===== src/hdl/stau_pkg.sv =====
// shared constants, types and angle table of the spherical texel address unit
package stau_pkg;

    // coordinate and result widths
    localparam int CW            = 32;
    localparam int DIM_BITS      = 12;
    localparam int ANGLE_BITS    = 16;
    localparam int SIZE_W        = 13;
    localparam int PITCH_W       = 17;
    localparam int BPT_W         = 3;
    localparam int OFFSET_W      = 28;
    localparam int CFG_W         = 17;

    // iteration counts of the two cell rows
    localparam int SQRT_STEPS    = 32;
    localparam int CORDIC_STEPS  = 30;

    // cordic vector and angle accumulator widths
    localparam int PRE_TOP       = 40;
    localparam int VW            = 45;
    localparam int AW            = 36;

    // register indexes of the configuration port
    localparam logic [1:0] REG_TEX_WIDTH  = 2'd0;
    localparam logic [1:0] REG_TEX_HEIGHT = 2'd1;
    localparam logic [1:0] REG_ROW_PITCH  = 2'd2;
    localparam logic [1:0] REG_BPT        = 2'd3;

    // normalized vector travelling beside the square root row
    typedef struct packed {
        logic                 valid;
        logic                 deg;
        logic signed [CW-1:0] nx;
        logic signed [CW-1:0] ny;
        logic signed [CW-1:0] nz;
    } side_t;

    // square root cell word
    typedef struct packed {
        logic [63:0] n;
        logic [63:0] r;
        side_t       side;
    } sqrt_t;

    // cordic cell word
    typedef struct packed {
        logic                 valid;
        logic                 deg;
        logic                 zero;
        logic signed [VW-1:0] x;
        logic signed [VW-1:0] y;
        logic signed [AW-1:0] acc;
    } cord_t;

    // arctangent of 2^-i in units of 2^-32 turn, rounded to nearest
    function automatic logic [29:0] atan_turn(input logic [4:0] i);
        logic [29:0] a;
        case (i)
            5'd0:    a = 30'h20000000;
            5'd1:    a = 30'h12E4051E;
            5'd2:    a = 30'h09FB385B;
            5'd3:    a = 30'h051111D4;
            5'd4:    a = 30'h028B0D43;
            5'd5:    a = 30'h0145D7E1;
            5'd6:    a = 30'h00A2F61E;
            5'd7:    a = 30'h00517C55;
            5'd8:    a = 30'h0028BE53;
            5'd9:    a = 30'h00145F2F;
            5'd10:   a = 30'h000A2F98;
            5'd11:   a = 30'h000517CC;
            5'd12:   a = 30'h00028BE6;
            5'd13:   a = 30'h000145F3;
            5'd14:   a = 30'h0000A2FA;
            5'd15:   a = 30'h0000517D;
            5'd16:   a = 30'h000028BE;
            5'd17:   a = 30'h0000145F;
            5'd18:   a = 30'h00000A30;
            5'd19:   a = 30'h00000518;
            5'd20:   a = 30'h0000028C;
            5'd21:   a = 30'h00000146;
            5'd22:   a = 30'h000000A3;
            5'd23:   a = 30'h00000051;
            5'd24:   a = 30'h00000029;
            5'd25:   a = 30'h00000014;
            5'd26:   a = 30'h0000000A;
            5'd27:   a = 30'h00000005;
            5'd28:   a = 30'h00000003;
            5'd29:   a = 30'h00000001;
            default: a = 30'h0;
        endcase
        return a;
    endfunction

endpackage


===== src/hdl/stau_prescale.sv =====
// cordic entry: zero test, doubling to full scale and fold into the right half plane
module stau_prescale (
    input  logic                         aclk,
    input  logic                         aresetn,
    input  logic                         en,
    input  logic                         in_valid,
    input  logic                         in_deg,
    input  logic signed [stau_pkg::CW:0] y,
    input  logic signed [stau_pkg::CW:0] x,
    output stau_pkg::cord_t              dout
);
    import stau_pkg::*;

    localparam logic signed [AW-1:0] HALF_TURN = AW'(64'd1 << 31);

    logic                 v1_reg, v2_reg, v3_reg;
    logic                 deg1_reg, deg2_reg, deg3_reg;
    logic                 z1_reg, z2_reg, z3_reg;
    logic signed [CW:0]   x1_reg, y1_reg;
    logic [5:0]           k1_reg;
    logic signed [VW-1:0] x2_reg, y2_reg;
    logic signed [VW-1:0] x3_reg, y3_reg;
    logic signed [AW-1:0] acc3_reg;

    logic [CW:0]          ax, ay;
    logic [PRE_TOP:0]     vv;
    logic [5:0]           k1_next;
    logic signed [VW-1:0] x2_next, y2_next;
    logic signed [VW-1:0] x3_next, y3_next;
    logic signed [AW-1:0] acc3_next;

    // doubling count that lifts the larger magnitude to the top bit
    always_comb begin
        ax      = x[CW] ? (~x + 1'b1) : x;
        ay      = y[CW] ? (~y + 1'b1) : y;
        vv      = (PRE_TOP+1)'(ax | ay);
        k1_next = '0;
        if (vv[PRE_TOP -: 32] == '0) begin
            vv      = vv << 32;
            k1_next = k1_next + 6'd32;
        end
        if (vv[PRE_TOP -: 16] == '0) begin
            vv      = vv << 16;
            k1_next = k1_next + 6'd16;
        end
        if (vv[PRE_TOP -: 8] == '0) begin
            vv      = vv << 8;
            k1_next = k1_next + 6'd8;
        end
        if (vv[PRE_TOP -: 4] == '0) begin
            vv      = vv << 4;
            k1_next = k1_next + 6'd4;
        end
        if (vv[PRE_TOP -: 2] == '0) begin
            vv      = vv << 2;
            k1_next = k1_next + 6'd2;
        end
        if (vv[PRE_TOP] == 1'b0) begin
            k1_next = k1_next + 6'd1;
        end
    end

    // apply the doubling
    assign x2_next = VW'(x1_reg) <<< k1_reg;
    assign y2_next = VW'(y1_reg) <<< k1_reg;

    // left half plane starts from half a turn
    always_comb begin
        if (x2_reg[VW-1]) begin
            acc3_next = y2_reg[VW-1] ? -HALF_TURN : HALF_TURN;
            x3_next   = -x2_reg;
            y3_next   = -y2_reg;
        end else begin
            acc3_next = '0;
            x3_next   = x2_reg;
            y3_next   = y2_reg;
        end
    end

    always_ff @(posedge aclk) begin
        if (!aresetn) begin
            v1_reg <= 1'b0;
            v2_reg <= 1'b0;
            v3_reg <= 1'b0;
        end else if (en) begin
            v1_reg <= in_valid;
            v2_reg <= v1_reg;
            v3_reg <= v2_reg;
        end
    end

    always_ff @(posedge aclk) begin
        if (en) begin
            x1_reg   <= x;
            y1_reg   <= y;
            k1_reg   <= k1_next;
            z1_reg   <= ((ax | ay) == '0);
            deg1_reg <= in_deg;
            x2_reg   <= x2_next;
            y2_reg   <= y2_next;
            z2_reg   <= z1_reg;
            deg2_reg <= deg1_reg;
            x3_reg   <= x3_next;
            y3_reg   <= y3_next;
            acc3_reg <= acc3_next;
            z3_reg   <= z2_reg;
            deg3_reg <= deg2_reg;
        end
    end

    assign dout.valid = v3_reg;
    assign dout.deg   = deg3_reg;
    assign dout.zero  = z3_reg;
    assign dout.x     = x3_reg;
    assign dout.y     = y3_reg;
    assign dout.acc   = acc3_reg;

endmodule


===== config.mk =====
export PLATFORM = sky130hd
export DESIGN_NAME = stau_prescale
export DESIGN_NICKNAME = d
export VERILOG_FILES = /design/src/hdl/stau_pkg.sv /design/src/hdl/stau_prescale.sv
export SDC_FILE = /design/constraint.sdc
export NUM_CORES = 1
export LEC_CHECK = 0
export BUFFER_PORTS_ARGS = -buffer_cell sky130_fd_sc_hd__buf_4
export CELL_PAD_IN_SITES_DETAIL_PLACEMENT = 1
export CELL_PAD_IN_SITES_GLOBAL_PLACEMENT = 1
export CORE_AREA = 4 4 182 255
export CTS_CLUSTER_DIAMETER = 30
export DETAILED_ROUTE_END_ITERATION = 16
export DIE_AREA = 0 0 186 259
export PLACE_DENSITY = 0.77
export SETUP_SLACK_MARGIN = 0.1
export SYNTH_ARGS = -nofsm -noshare
export SYNTH_HDL_FRONTEND = slang
export SYNTH_SLANG_ARGS = --single-unit

===== constraint.sdc =====
create_clock -name aclk -period 6.6 [get_ports aclk]
set_clock_uncertainty 0.15 [all_clocks]
set_input_delay 0.33 -clock aclk [delete_from_list [all_inputs] [get_ports aclk]]
set_output_delay 0.33 -clock aclk [all_outputs]
set_load 0.01 [all_outputs]

== After elaboration in Yosys (flattened, before gate mapping) ==
Index checks and enable logic that the tools add are counted.

* Bitwise operators: 4
* Add/subtract/negate cells: 9
* Mux-type cells: 16
* Shift operators: 2
* Reductions and logical operators: 6

{| class="wikitable"
|+ Operators by type and width
! kind !! count
|-
| two-way mux 41 bit || 5
|-
| negator 45 bit || 2
|-
| <<< shifter 33 x 6 -> 45 bit || 2
|-
| adder 33 x 1 -> 33 bit (second input constant) || 2
|-
| two-way mux 33 bit || 2
|-
| inverter 33 bit || 2
|-
| bitwise OR 33 bit || 2
|-
| two-way mux 45 bit || 1
|-
| two-way mux 44 bit || 1
|-
| two-way mux 36 bit || 1
|-
| two-way mux 6 bit || 6
|-
| logical NOT 33 bit || 1
|-
| logical NOT 32 bit || 1
|-
| logical NOT 16 bit || 1
|-
| logical NOT 8 bit || 1
|-
| adder 6 x 1 -> 6 bit (second input constant) || 1
|-
| adder 6 x 2 -> 6 bit (second input constant) || 1
|-
| adder 6 x 3 -> 6 bit (second input constant) || 1
|-
| adder 6 x 4 -> 6 bit (second input constant) || 1
|-
| adder 6 x 5 -> 6 bit (second input constant) || 1
|-
| logical NOT 4 bit || 1
|-
| logical NOT 2 bit || 1
|}

* Logic and storage cells: 55
* Output and inout bits: 129
* Input port bits: 71
* Flip-flop bits (word level): 297

== Depth between registers and ports, before layout ==
Gate-level depths: netlist (run 1).

* Depth after elaboration: 16
* Mapped depth: 15
* Mapped depth without buffers: 13

== Least setup slack after synthesis (run 1) ==
Ideal clock, no wire load.

* Path kind: input -> register
* From: input x[6] in the netlist's numbering
* To: register k1_reg[0], data pin
* Stages: 13
* Buffers on the path: 2
* Arrival time: 3.683 ns
* Data required time: 6.276 ns
* Slack: 2.593 ns
* Library setup time: 0.174 ns
* Path through: or4_1 > buf_2 > or4_4 > buf_6 > o41ai_4 > xnor2_1 > nor4b_4 > and4_1 > a211oi_1 > or3b_4 > o221ai_4 > a21oi_1 > a311oi_1

* Cells in the longest elaborated chain, start to end: 16
* Elaborated cells on any way between the ends: 23
* Those cells by class: add/sub (5); mux (11); bitwise (2); reduce/logical (5)

{| class="wikitable"
|+ RTL lines
! element !! RTL line !! source
|-
| start: declaration || stau_prescale.sv:9 || <nowiki>input logic signed [stau_pkg::CW:0] x,</nowiki>
|-
| inverter 33 bit || stau_prescale.sv:34 || <nowiki>ax = x[CW] ? (~x + 1'b1) : x;</nowiki>
|-
| adder 33 x 1 -> 33 bit || stau_prescale.sv:34 ||
|-
| two-way mux 33 bit (*) || stau_prescale.sv:34 ||
|-
| bitwise OR 33 bit (*) || stau_prescale.sv:36 || <nowiki>vv = (PRE_TOP+1)'(ax | ay);</nowiki>
|-
| logical NOT 32 bit || stau_prescale.sv:38 || <nowiki>if (vv[PRE_TOP -: 32] == '0) begin</nowiki>
|-
| two-way mux 41 bit (*) || stau_prescale.sv:38 ||
|-
| logical NOT 16 bit || stau_prescale.sv:42 || <nowiki>if (vv[PRE_TOP -: 16] == '0) begin</nowiki>
|-
| two-way mux 6 bit / two-way mux 41 bit (equally long branches) || stau_prescale.sv:42 ||
|-
| adder 6 x 4 -> 6 bit / logical NOT 8 bit (equally long branches) || stau_prescale.sv:48, stau_prescale.sv:46 ||
|-
| two-way mux 6 bit / two-way mux 41 bit (equally long branches) || stau_prescale.sv:46 || <nowiki>if (vv[PRE_TOP -: 8] == '0) begin</nowiki>
|-
| adder 6 x 3 -> 6 bit / logical NOT 4 bit (equally long branches) || stau_prescale.sv:52, stau_prescale.sv:50 ||
|-
| two-way mux 6 bit / two-way mux 41 bit (equally long branches) || stau_prescale.sv:50 || <nowiki>if (vv[PRE_TOP -: 4] == '0) begin</nowiki>
|-
| adder 6 x 2 -> 6 bit / logical NOT 2 bit (equally long branches) || stau_prescale.sv:56, stau_prescale.sv:54 ||
|-
| two-way mux 6 bit || stau_prescale.sv:54 || <nowiki>if (vv[PRE_TOP -: 2] == '0) begin</nowiki>
|-
| adder 6 x 1 -> 6 bit || stau_prescale.sv:59 || <nowiki>k1_next = k1_next + 6'd1;</nowiki>
|-
| two-way mux 6 bit (*) || stau_prescale.sv:58 || <nowiki>if (vv[PRE_TOP] == 1'b0) begin</nowiki>
|-
| end signal: assignment || stau_prescale.sv:96 || <nowiki>k1_reg <= k1_next;</nowiki>
|-
| end: declaration || stau_prescale.sv:20 || <nowiki>logic [5:0] k1_reg;</nowiki>
|}

Every way passes the cells marked *; elsewhere a longest branch is shown, timed or not.
A chain may end at the register's enable or synchronous reset.

== Final worst setup path (run 1) ==
Same ends and word-level chain as after synthesis.

==> results.md, run 1 <==
* Placed cells at 2245
* CP max FO at 11
* Die area at 0.0482 mm^2
* Largest net degree at the start of global routing at 135
* CTS buffer count at 48
* Core area at 0.0439 mm^2
* Port Buffers at 168
* Worst Setup SP: x[6]
* Hold_sp: y[32]
* Cell Pwr Density at 282 mW/mm^2
* Net Sw Power at 1.71 mW
* Pre-CTS setup slack at 1.26 ns
* RSZ-0062 raised after global routing: no
* Via density at 5.66
* Global placement routability congestion at 0.942
* Asr flop ratio synth at 0%
* Ys Warns at 0
* Prevailing post-synth register cell: edfxtp_1
* Fmax at 0.186 GHz
* CTS Sinks at 263
* Hold WC Path Type: primary input to register
* Post-cts sizing count at 0
* Crit path arrival time at 5.60 ns
* Htree depth at 2
* Seq. cell area at 0.00787 mm^2
* Core Util, Final at 46.6%
* Startpoint types: primary input
* Cells after synthesis at 1609
* Max Cap Viol at 0
* Logic gate share of total power at 20.2%
* Max Slew Vio Count at 0
* Starting Density at 37.8%
* Post-Route WL at 55500 um
* Total power at 5.76 mW
* Row count at 91
* Multi-input logic area at 0.00809 mm^2
* Drt drc at 0
* Post-DP HPWL at 42200 um
* Die height at 259 um
* Clk Latency, worst-skew pair at 0.58 ns
* Post-route cell area at 0.0205 mm^2
* Final hold slack at 0.0431 ns
* Seq/Total Area, Yosys at 47.3%
* Fin Setup TNS at 0 ns
* Number of synthesized register bits at 263
* Root Driver: clkbuf_16
* Antenna-violating nets left at 0
* First-pass DRT Iterations at 7
* FILL cells at 4804
* Area delta synth->final at 23.1%
* Final worst-path setup slack at 1.23 ns
* Post-route insts no fill at 2401
* Layout cells sized above 1 at 18.8%
* Fin. Hold Viols at 0
* Setup bufs post-CTS at 0
* Seq pwr share at 37.1%
* Pleak at 7.48 nW
* Minimum clock period at 5.37 ns
* ANT cells at 0
* Switching Fraction at 29.6%
* Final Cycle Share at 81.3%
* VDD IR max at 0.000187 V
* GRT Resource Usage Total at 22.5%
* Via Count at 13585
* Worst-margin pin slew at 1.25 ns
* Boundary Pins at 200
* Crit Path Category: primary input to register
* Worst R2R Start: x2_reg[0]$_SDFFCE_PP0P_
* Required time of the critical path at 6.83 ns
* R2R cell count at 11
* CTS tree: built
* # setup viols final at 0
* Final net count at 1879
* Worst Hold Depth at 1
* Initial DRC count at 803
* Vias in the first global route at 14032
* First-pass GRT wire length at 84700 um
* Chip width at 186 um
* Syn Area/Cell at 10.3 um^2
* Routed len/inst at 23.1 um
* Synth Cell Area at 0.0166 mm^2
* Pint at 4.05 mW
* Gr ovfl total at 0
* Clk pin slew, worst setup/hold paths at 0.05 ns
* Clock power frac at 42.7%
* DP Area at 0.0182 mm^2
* Post-synth EDFFs at 260
* Cell variety after synth at 80
* Hold buffer count at CTS at 67
* Slew headroom at 15.7%
* Initial antenna violation count at 0
* Crit. End Element: register
* CTS max path bufs at 3
* Outcome: completed
==> cells in the mapped netlist, types with 4 or more instances <==
library cell | count | area, um^2
edfxtp_1 | 260 | 7810
nand2_1 | 192 | 721
nor2_1 | 148 | 556
xnor2_1 | 96 | 841
o21ai_0 | 87 | 435
clkbuf_1 | 72 | 270
a21oi_1 | 71 | 355
mux2i_1 | 65 | 651
o31ai_1 | 46 | 345
buf_4 | 38 | 285
nor3_1 | 35 | 175
or4_1 | 33 | 248
xor2_1 | 32 | 280
mux4_2 | 31 | 698
o41ai_1 | 29 | 254
inv_1 | 27 | 101
or3_1 | 27 | 169
mux2_2 | 23 | 259
buf_1 | 22 | 82.6
o22ai_1 | 20 | 125
a211oi_1 | 18 | 135
a31oi_1 | 17 | 106
nand3_1 | 17 | 85.1
nor4_1 | 17 | 106
nand4_1 | 16 | 100
nor2b_1 | 15 | 93.8
and2_1 | 14 | 87.6
or2_2 | 12 | 75.1
and3_1 | 9 | 56.3
nand2b_1 | 8 | 50.1
nor3b_1 | 7 | 52.6
a311oi_1 | 6 | 52.6
and4_1 | 6 | 52.6
a211o_1 | 4 | 35.0
a21boi_0 | 4 | 30.0
ha_1 | 4 | 50.1
nand3b_1 | 4 | 30.0
nand4b_1 | 4 | 35.0
o211ai_1 | 4 | 30.0
o221ai_1 | 4 | 35.0
o22a_1 | 4 | 35.0
o31a_1 | 4 | 35.0
==> path summary, 6_finish.rpt <==
kind              slack [ns]                      end
setup / recovery        1.23  k1_reg[0]$_SDFFCE_PP0P_
setup reg to reg        2.22     x3_reg[34]$_DFFE_PP_
hold reg to reg         0.27         z3_reg$_DFFE_PP_
hold / removal          0.04     y1_reg[32]$_DFFE_PP_
==> power by group through the flow <==
stage               clock, mW  combinational (mW)  sequential, mW
floorplan                   0               0.672            2.16
global placement            0                1.11            2.16
detailed placement          0                1.13            2.17
CTS                      2.51                1.17            2.14
global route             2.61                1.26            2.15
finish                   2.46                1.17            2.14
==> cells in the final DEF, fill, tap and decap left out, types with 46 or more instances in the layout <==
| cell | count |
|---|---|
| clkbuf_16 | 49 |
| edfxtp_1 | 260 |
| o31ai_1 | 46 |
| xnor2_1 | 96 |
| dlygate4sd3_1 | 67 |
| o21ai_0 | 87 |
| a21oi_1 | 71 |
| buf_4 | 182 |
| nor2_1 | 148 |
| mux2i_1 | 65 |
| nand2_1 | 192 |
==> worst max-delay path, stage by stage <==
cell and delay (ns):
dlygate4sd3_1 0.53, buf_4 0.16, or4_1 0.70, nor4_1 1.00, a311oi_1 0.18, nand4b_1 0.43, nor4b_2 0.58, and4_1 0.59
a211oi_1 0.18, or3b_4 0.42, o221ai_4 0.16, a21oi_1 0.09, a311oi_1 0.24
==> kinds of logic (layout without fill, tap and decap cells) <==
group / count (synthesis) / in the layout / synth area share [%]
other: 1 / 31 / 0.0226
xor gates and xnor gates: 128 / 128 / 6.75
and+or+nand+nor: 578 / 578 / 17.2
AOI/OAI and AO/OA: 351 / 351 / 14.1
muxes: 119 / 119 / 9.68
DFF: 263 / 263 / 47.3
buffers and inverters: 165 / 369 / 4.65
adders and majority gates: 4 / 4 / 0.301
==> metal layers <==
layer  global-route usage (%)  wire (um)  vias up
met3                     2.40       2080      140
met4                     13.9       3900        0
met5                        0          0        -
li1                         -          -     6415
met2                     40.0      28600      404
met1                     25.5      20800     6626
==> layout make-up <==
cell class,instances,area share (%)
multi-input cells,1211,39.5
flip-flops and latches,263,38.5
repair buffers,251,10.1
clock buffers,53,6.07
well taps,558,3.41
clock inverters,36,1.88
inverters,29,0.532
(Power assumes the default switching activity.)
==> inputs of run 2 (changes only) <==
--- a/config.mk
+++ b/config.mk
@@ -5,14 +5,15 @@
 export SDC_FILE = /design/constraint.sdc
 export NUM_CORES = 1
 export LEC_CHECK = 0
+export ABC_AREA = 1
 export BUFFER_PORTS_ARGS = -buffer_cell sky130_fd_sc_hd__buf_4
 export CELL_PAD_IN_SITES_DETAIL_PLACEMENT = 1
 export CELL_PAD_IN_SITES_GLOBAL_PLACEMENT = 1
-export CORE_AREA = 4 4 182 255
+export CORE_AREA = 4 4 187 261
 export CTS_CLUSTER_DIAMETER = 30
 export DETAILED_ROUTE_END_ITERATION = 16
-export DIE_AREA = 0 0 186 259
-export PLACE_DENSITY = 0.77
+export DIE_AREA = 0 0 191 265
+export PLACE_DENSITY = 0.82
 export SETUP_SLACK_MARGIN = 0.1
 export SYNTH_ARGS = -nofsm -noshare
 export SYNTH_HDL_FRONTEND = slang
==> constraint.sdc (replaced) <==
create_clock -name aclk -period 4.4 [get_ports aclk]
set_clock_uncertainty 0.15 [all_clocks]
set_input_delay 0.22 -clock aclk [delete_from_list [all_inputs] [get_ports aclk]]
set_output_delay 0.22 -clock aclk [all_outputs]
set_load 0.01 [all_outputs]
==> run 2 against run 1 <==
Against the previous run:
- synthesized cell count up 38%
- core utilization hardly changed
- clock power grew 46%
- combinational power up 50%
- register-to-register slack worse by 1.8 ns
- the run now ends with hold timing left
- die area grew 5.1%
- non-clock buffer count increased by 12
- critical endpoint unchanged
- worst setup slack worse by 0.97 ns
- sequential share of layout area decreased by 1.9 points
- sequential power rose by 50%
==> results.md, run 2 <==
* Cells after synthesis at 2224 (+38%)
* Failing checks: hold timing
* Crit. End Element: register
* Core area at 0.0462 mm^2 (+5.1%)
* Cell Pwr Density at 397 mW/mm^2 (+41%)
* Area delta synth->final at 23.2% (about the same)
* Initial DRC count at 1055 (+31%)
* Cell variety after synth at 52 (-35%)
* Port Buffers at 168 (unchanged)
* Worst-margin pin slew at 1.13 ns (-0.124 ns)
* Clk Latency, worst-skew pair at 0.59 ns (about the same)
* # setup viols final at 0 (unchanged)
* Chip width at 191 um (+2.7%)
* CP max FO at 10 (-1)
* Row count at 93 (+2.2%)
* Minimum clock period at 4.14 ns
* Post-Route WL at 62200 um (+12%)
* Die height at 265 um (+2.3%)
* Drt drc at 0 (unchanged)
* Asr flop ratio synth at 0% (unchanged)
* CTS max path bufs at 3 (unchanged)
* Post-synth top area cell: edfxtp_1
* RSZ-0062 raised after global routing: yes
* Syn Area/Cell at 7.85 um^2 (-24%)
* GRT Resource Usage Total at 24.1% (+1.6 points)
* Slew headroom at 24.6% (+8.9 points)
* Routed len/inst at 20.1 um (-13%)
* Max Slew Vio Count at 0 (unchanged)
* Crit path arrival time at 4.34 ns (-1.26 ns)
* Final net count at 2511 (+34%)
* Most frequent cells in the layout: nand2_1, edfxtp_1, nor2_1, o21ai_0, buf_4
* Clk pin slew, worst setup/hold paths at 0.05 ns (about the same)
* Antenna-violating nets left at 0 (unchanged)
* Fmax at 0.241 GHz
* Fin. Hold Viols at 7 (+7)
* Prevailing post-synth register cell: edfxtp_1
* VDD IR max at 0.000339 V (+81%)
* CTS buffer count at 48 (unchanged)
* Initial antenna violation count at 2 (+2)
* Boundary Pins at 200 (unchanged)
* Pleak at 9.07 nW (+21%)
* CTS Sinks at 263 (unchanged)
* Fraction of synthesized cell area taken by the top area cell type at 44.7% (-2.3 points)
* Gr ovfl total at 0 (unchanged)
* Most common cell after layout, fill and taps aside: nand2_1
* Core Util, Final at 46.6% (about the same)
* Root Driver: clkbuf_16
* Die area at 0.0506 mm^2 (+5.1%)
* Required time of the critical path at 4.59 ns (-2.24 ns)
* Via density at 5.22 (-7.8%)
* Vias in the first global route at 16979 (+21%)
* Global placement routability congestion at 0.965 (+2.5%)
* Outcome: complete, but fails checks
* Synth Cell Area at 0.0175 mm^2 (+5.1%)
* First-pass GRT wire length at 96000 um (+13%)
* Via Count at 16133 (+19%)
* CTS tree: built
* Max Cap Viol at 0 (unchanged)
* Number of synthesized register bits at 263 (unchanged)
* Ys Warns at 0 (unchanged)
* Hold WC Path Type: primary input to register
* Htree depth at 2 (unchanged)
* Seq/Total Area, Yosys at 45.1% (-2.3 points)
* First-pass DRT Iterations at 5 (-2)
* Final hold slack at -0.0215 ns (-0.0647 ns)
* Final Cycle Share at 94.2%
* Crit Path Category: primary input to register
* Top cells by count, synth: nand2_1, nor2_1, edfxtp_1
* Top cells by area, synth: edfxtp_1, nand2_1, nor2_1
* Starting Density at 37.8% (about the same)
* Largest net degree at the start of global routing at 94 (-30%)
* Layout cells sized above 1 at 15.0% (-3.9 points)
* Startpoint types: primary input
* Fin Setup TNS at 0 ns (unchanged)
* Post-DP HPWL at 48900 um (+16%)
* Post-synth EDFFs at 260 (unchanged)
* Most instantiated library cell after synthesis: nand2_1
-- run 2: final timing paths --
path,startpoint,end,slack [ns],cells after the start
max reg2reg,y2_reg[2]$_SDFFCE_PP0P_,y3_reg[43]$_DFFE_PP_,0.45,17
min reg2reg,deg2_reg$_DFFE_PP_,deg3_reg$_DFFE_PP_,0.28,0
max,x[17],k1_reg[0]$_SDFFCE_PP0P_,0.26,18
min,en,x3_reg[19]$_DFFE_PP_,-0.02,1
-- run 2: what timing repair did --
item / in CTS / in global routing
gates resized for setup: 0 / 11
hold endpoints to repair: 70 / 0
setup endpoints to repair: 0 / 7
buffers inserted: 0 / 0
hold buffers: 69 / 0
-- run 2: worst max-delay path: stages --
cell and delay [ns]:
dlygate4sd3_1 0.54, buf_4 0.17, nor2_1 0.27, nand2_1 0.15, o21ai_2 0.31, nand4_1 0.39
a21oi_2 0.28, nand3_1 0.16, nor2_4 0.22, o21ai_2 0.10, nor2_4 0.29, nand3_2 0.29
o21ai_0 0.45, nand3_1 0.16, nand2_1 0.09, nand3_1 0.09, nand2_1 0.10, a21oi_2 0.04
-- run 2: metrics by stage --
step	cells	area [um^2]	worst slack [ns]	total power [mW]
after floorplan	2254	17600	1.20	4.23
after global placement	2932	19200	0.0275	4.88
after detailed placement	2932	19200	0.0191	4.94
after CTS	3087	21400	0.122	8.61
after global routing	3091	21500	0.0477	8.95
final	3091	21500	0.257	8.54
-- run 2: final cells by class --
type | instances | area (um^2)
repair buffers | 263 | 2170
clock inverters | 36 | 394
fillers | 5560 | 24700
flip-flops and latches | 263 | 7870
multi-input cells | 1681 | 8420
clock buffers | 50 | 1210
inverters | 179 | 672
well taps | 617 | 772
diodes | 2 | 5.00
-- run 2: power breakdown --
group	switching (mW)	internal [mW]	total [mW]
clock network	1.36	2.22	3.58
logic	1.14	0.609	1.75
registers	0.149	3.06	3.21
-- run 2: cell families (layout without fill, tap and decap cells) --
logic type                 after synthesis  after routing  share of synthesized area (%)
buffers and inverters                  312            528                           7.66
muxes                                   28             28                           1.61
adders and majority gates                4              4                          0.287
and+or+nand+nor                       1201           1203                           29.9
DFF                                    263            263                           45.1
other                                    1             33                         0.0215
xor gates and xnor gates                98             98                           4.92
AOI/OAI and AO/OA                      317            317                           10.5
-- run 2: metal layers --
layer  part of all wire [%]  track usage (%)
met5                      0                0
met4                    6.5             14.0
met3                    3.7             2.96
met2                     53             45.0
met1                     37             25.9
==> inputs of run 3 (changes only) <==
--- a/config.mk
+++ b/config.mk
@@ -9,10 +9,11 @@
 export BUFFER_PORTS_ARGS = -buffer_cell sky130_fd_sc_hd__buf_4
 export CELL_PAD_IN_SITES_DETAIL_PLACEMENT = 1
 export CELL_PAD_IN_SITES_GLOBAL_PLACEMENT = 1
-export CORE_AREA = 4 4 187 261
+export CORE_AREA = 2 2 185 259
+export CTS_BUF_LIST = sky130_fd_sc_hd__clkbuf_4
 export CTS_CLUSTER_DIAMETER = 30
 export DETAILED_ROUTE_END_ITERATION = 16
-export DIE_AREA = 0 0 191 265
+export DIE_AREA = 0 0 187 261
 export PLACE_DENSITY = 0.82
 export SETUP_SLACK_MARGIN = 0.1
 export SYNTH_ARGS = -nofsm -noshare
==> run 3 against run 2 <==
Against the previous run:
- die area decreased by 3.6%
- design area decreased by 3.3%
- cell count increased by 1.3%
- critical path depth increased by 9
- the flow now finishes without violations
- count of clock-buffer cells in the layout increased by 44
- largest cell class unchanged
- register-to-register slack improved by 0.04 ns
- non-clock buffer count decreased by 2
==> results.md, run 3 (synthesized netlist as in run 2, its figures left out) <==
* Row count at 94 (+1.1%)
* Gr ovfl total at 0 (unchanged)
* Area delta synth->final at 19.2%
* First-pass DRT Iterations at 5 (unchanged)
* Max Cap Viol at 0 (unchanged)
* Fmax at 0.239 GHz (-1.1%)
* # setup viols final at 0 (unchanged)
* Crit. End Element: register
* GRT Resource Usage Total at 24.1% (-0.027 points)
* CTS Sinks at 263 (unchanged)
* CTS tree: built
* Starting Density at 37.4% (-0.40 points)
* Via density at 5.20 (-0.44%)
* Fin. Hold Viols at 0 (-7)
* Slew headroom at 24.9% (+0.30 points)
* Pre-CTS setup slack at -0.178 ns (-0.197 ns)
* Outcome: completed
* Startpoint types: primary input
* Cell family with most CP delay: simple AND/OR/NAND/NOR gates
* Root Driver: clkbuf_4
* Crit path arrival time at 4.52 ns (+0.18 ns)
* Initial DRC count at 851 (-19%)
* Crit Path Category: primary input to register
* Die area at 0.0488 mm^2 (-3.6%)
* Final worst-path setup slack at 0.212 ns (-0.0454 ns)
* Chip width at 187 um (-2.1%)
* Post-route insts no fill at 3131 (+1.3%)
* Crit path top cell by count: nand2_1
* Port Buffers at 168 (unchanged)
* Crit-path slowest cell: dlygate4sd3_1
* Htree depth at 3 (+1)
* Max Slew Vio Count at 0 (unchanged)
* Final Cycle Share at 95.2% (+1.0 points)
* Clk pin slew, worst setup/hold paths at 0.07 ns (+0.02 ns)
* Post-route cell area at 0.0208 mm^2 (-3.3%)
* Cell Pwr Density at 348 mW/mm^2 (-12%)
* CP max FO at 20 (+10)
* RSZ-0062 raised after global routing: yes
* Minimum clock period at 4.19 ns (+0.0454 ns)
* Boundary Pins at 200 (unchanged)
* Core Util, Final at 44.6% (-2.0 points)
* Pleak at 8.86 nW (-2.4%)
* Most common cell after layout, fill and taps aside: nand2_1
* DP Area at 0.0191 mm^2 (-0.19%)
* VDD IR max at 0.000147 V (-57%)
* Die height at 261 um (-1.5%)
* Post-Route WL at 59900 um (-3.7%)
* CP bufs+invs at 3 (+1)
* Vias in the first global route at 16740 (-1.4%)
* Routed len/inst at 19.1 um (-4.9%)
* Layout cells sized above 1 at 15.6% (+0.65 points)
* Via Count at 16270 (+0.85%)
* First-pass GRT wire length at 91600 um (-4.6%)
* Hold WC Path Type: primary input to register
* Final net count at 2530 (+0.76%)
* CTS buffer count at 71 (+48%)
* FILL cells at 5726 (+3.0%)
* Required time of the critical path at 4.73 ns (+0.14 ns)
* Clk Latency, worst-skew pair at 0.76 ns (+0.17 ns)
* Post-DP HPWL at 47700 um (-2.4%)
* Initial antenna violation count at 2 (unchanged)
* Worst-margin pin slew at 1.12 ns (-0.00455 ns)
* Drt drc at 0 (unchanged)
* Antenna-violating nets left at 0 (unchanged)
* Largest net degree at the start of global routing at 131 (+39%)
* CTS max path bufs at 3 (unchanged)
* Delay of the slowest critical-path stage at 0.54 ns (about the same)
* Most frequent cells in the layout: nand2_1, nor2_1, edfxtp_1, o21ai_0, buf_4
* Setup bufs post-CTS at 0 (unchanged)
* Placed cells at 2933 (+0.034%)
* Global placement routability congestion at 1.02 (+5.7%)
* Core area at 0.0467 mm^2 (+1.1%)
## run 3: cell count changes in the layout (fill, tap and decap cells not counted), moves of 3 or more
cell           change
clkinv_4           -4
clkinvlp_4         -5
clkinv_16          -3
buf_4              -7
clkbuf_16         -48
inv_6              -9
dlygate4sd3_1      +4
clkinv_1           +4
clkinv_2           +7
clkbuf_4          +94
## run 3: final cells by class
cell class / instances / area [um^2] / share of cell area, %
Inverter: 179 / 672 / 3.23
Clock buffer: 94 / 706 / 3.39
Tap cell: 624 / 781 / 3.75
Sequential cell: 263 / 7870 / 37.8
Multi-Input combinational cell: 1679 / 8380 / 40.3
Clock inverter: 28 / 229 / 1.10
Timing Repair Buffer: 261 / 2170 / 10.4
Antenna cell: 3 / 7.51 / 0.0361
## run 3: power by group
part | internal (mW) | switching (mW)
combinational | 0.605 | 1.13
sequential | 3.06 | 0.141
clock | 1.24 | 1.06
total | 4.90 | 2.34
## run 3: final timing paths
check | from | endpoint | slack (ns) | depth (start not counted)
setup / recovery | x[1] | k1_reg[0]$_SDFFCE_PP0P_ | 0.21 | 27
hold / removal | in_deg | deg1_reg$_DFFE_PP_ | 0.08 | 2
setup reg to reg | y2_reg[0]$_SDFFCE_PP0P_ | y3_reg[38]$_DFFE_PP_ | 0.49 | 17
hold reg to reg | deg2_reg$_DFFE_PP_ | deg3_reg$_DFFE_PP_ | 0.27 | 0
## run 3: per-stage QoR
stage / total power [mW] / TNS, ns / hold slack (ns)
after detailed placement: 4.94 / -0.242 / 0.251
after global routing: 7.62 / 0 / 0.0423
after global placement: 4.86 / -0.120 / 0.248
after CTS: 7.31 / 0 / 0.000780
after floorplan: 4.23 / 0 / 0.169
final: 7.23 / 0 / 0.0817
## run 3: timing repair
action | 4_1_cts | 5_1_grt
endpoints found under the setup margin | 0 | 6
hold buffers | 73 | 0
resized for setup | 0 | 5
hold endpoints to repair | 153 | 0
## run 3: metal layers
metal	share of wire (%)	wire length, um	GRT usage [%]	vias to the layer above
li1	-	-	-	7932
met1	38	22500	24.8	7779
met2	53	31600	45.9	407
met3	3.4	2020	3.16	152
met4	6.3	3800	15.7	0
met5	0	0	0	-
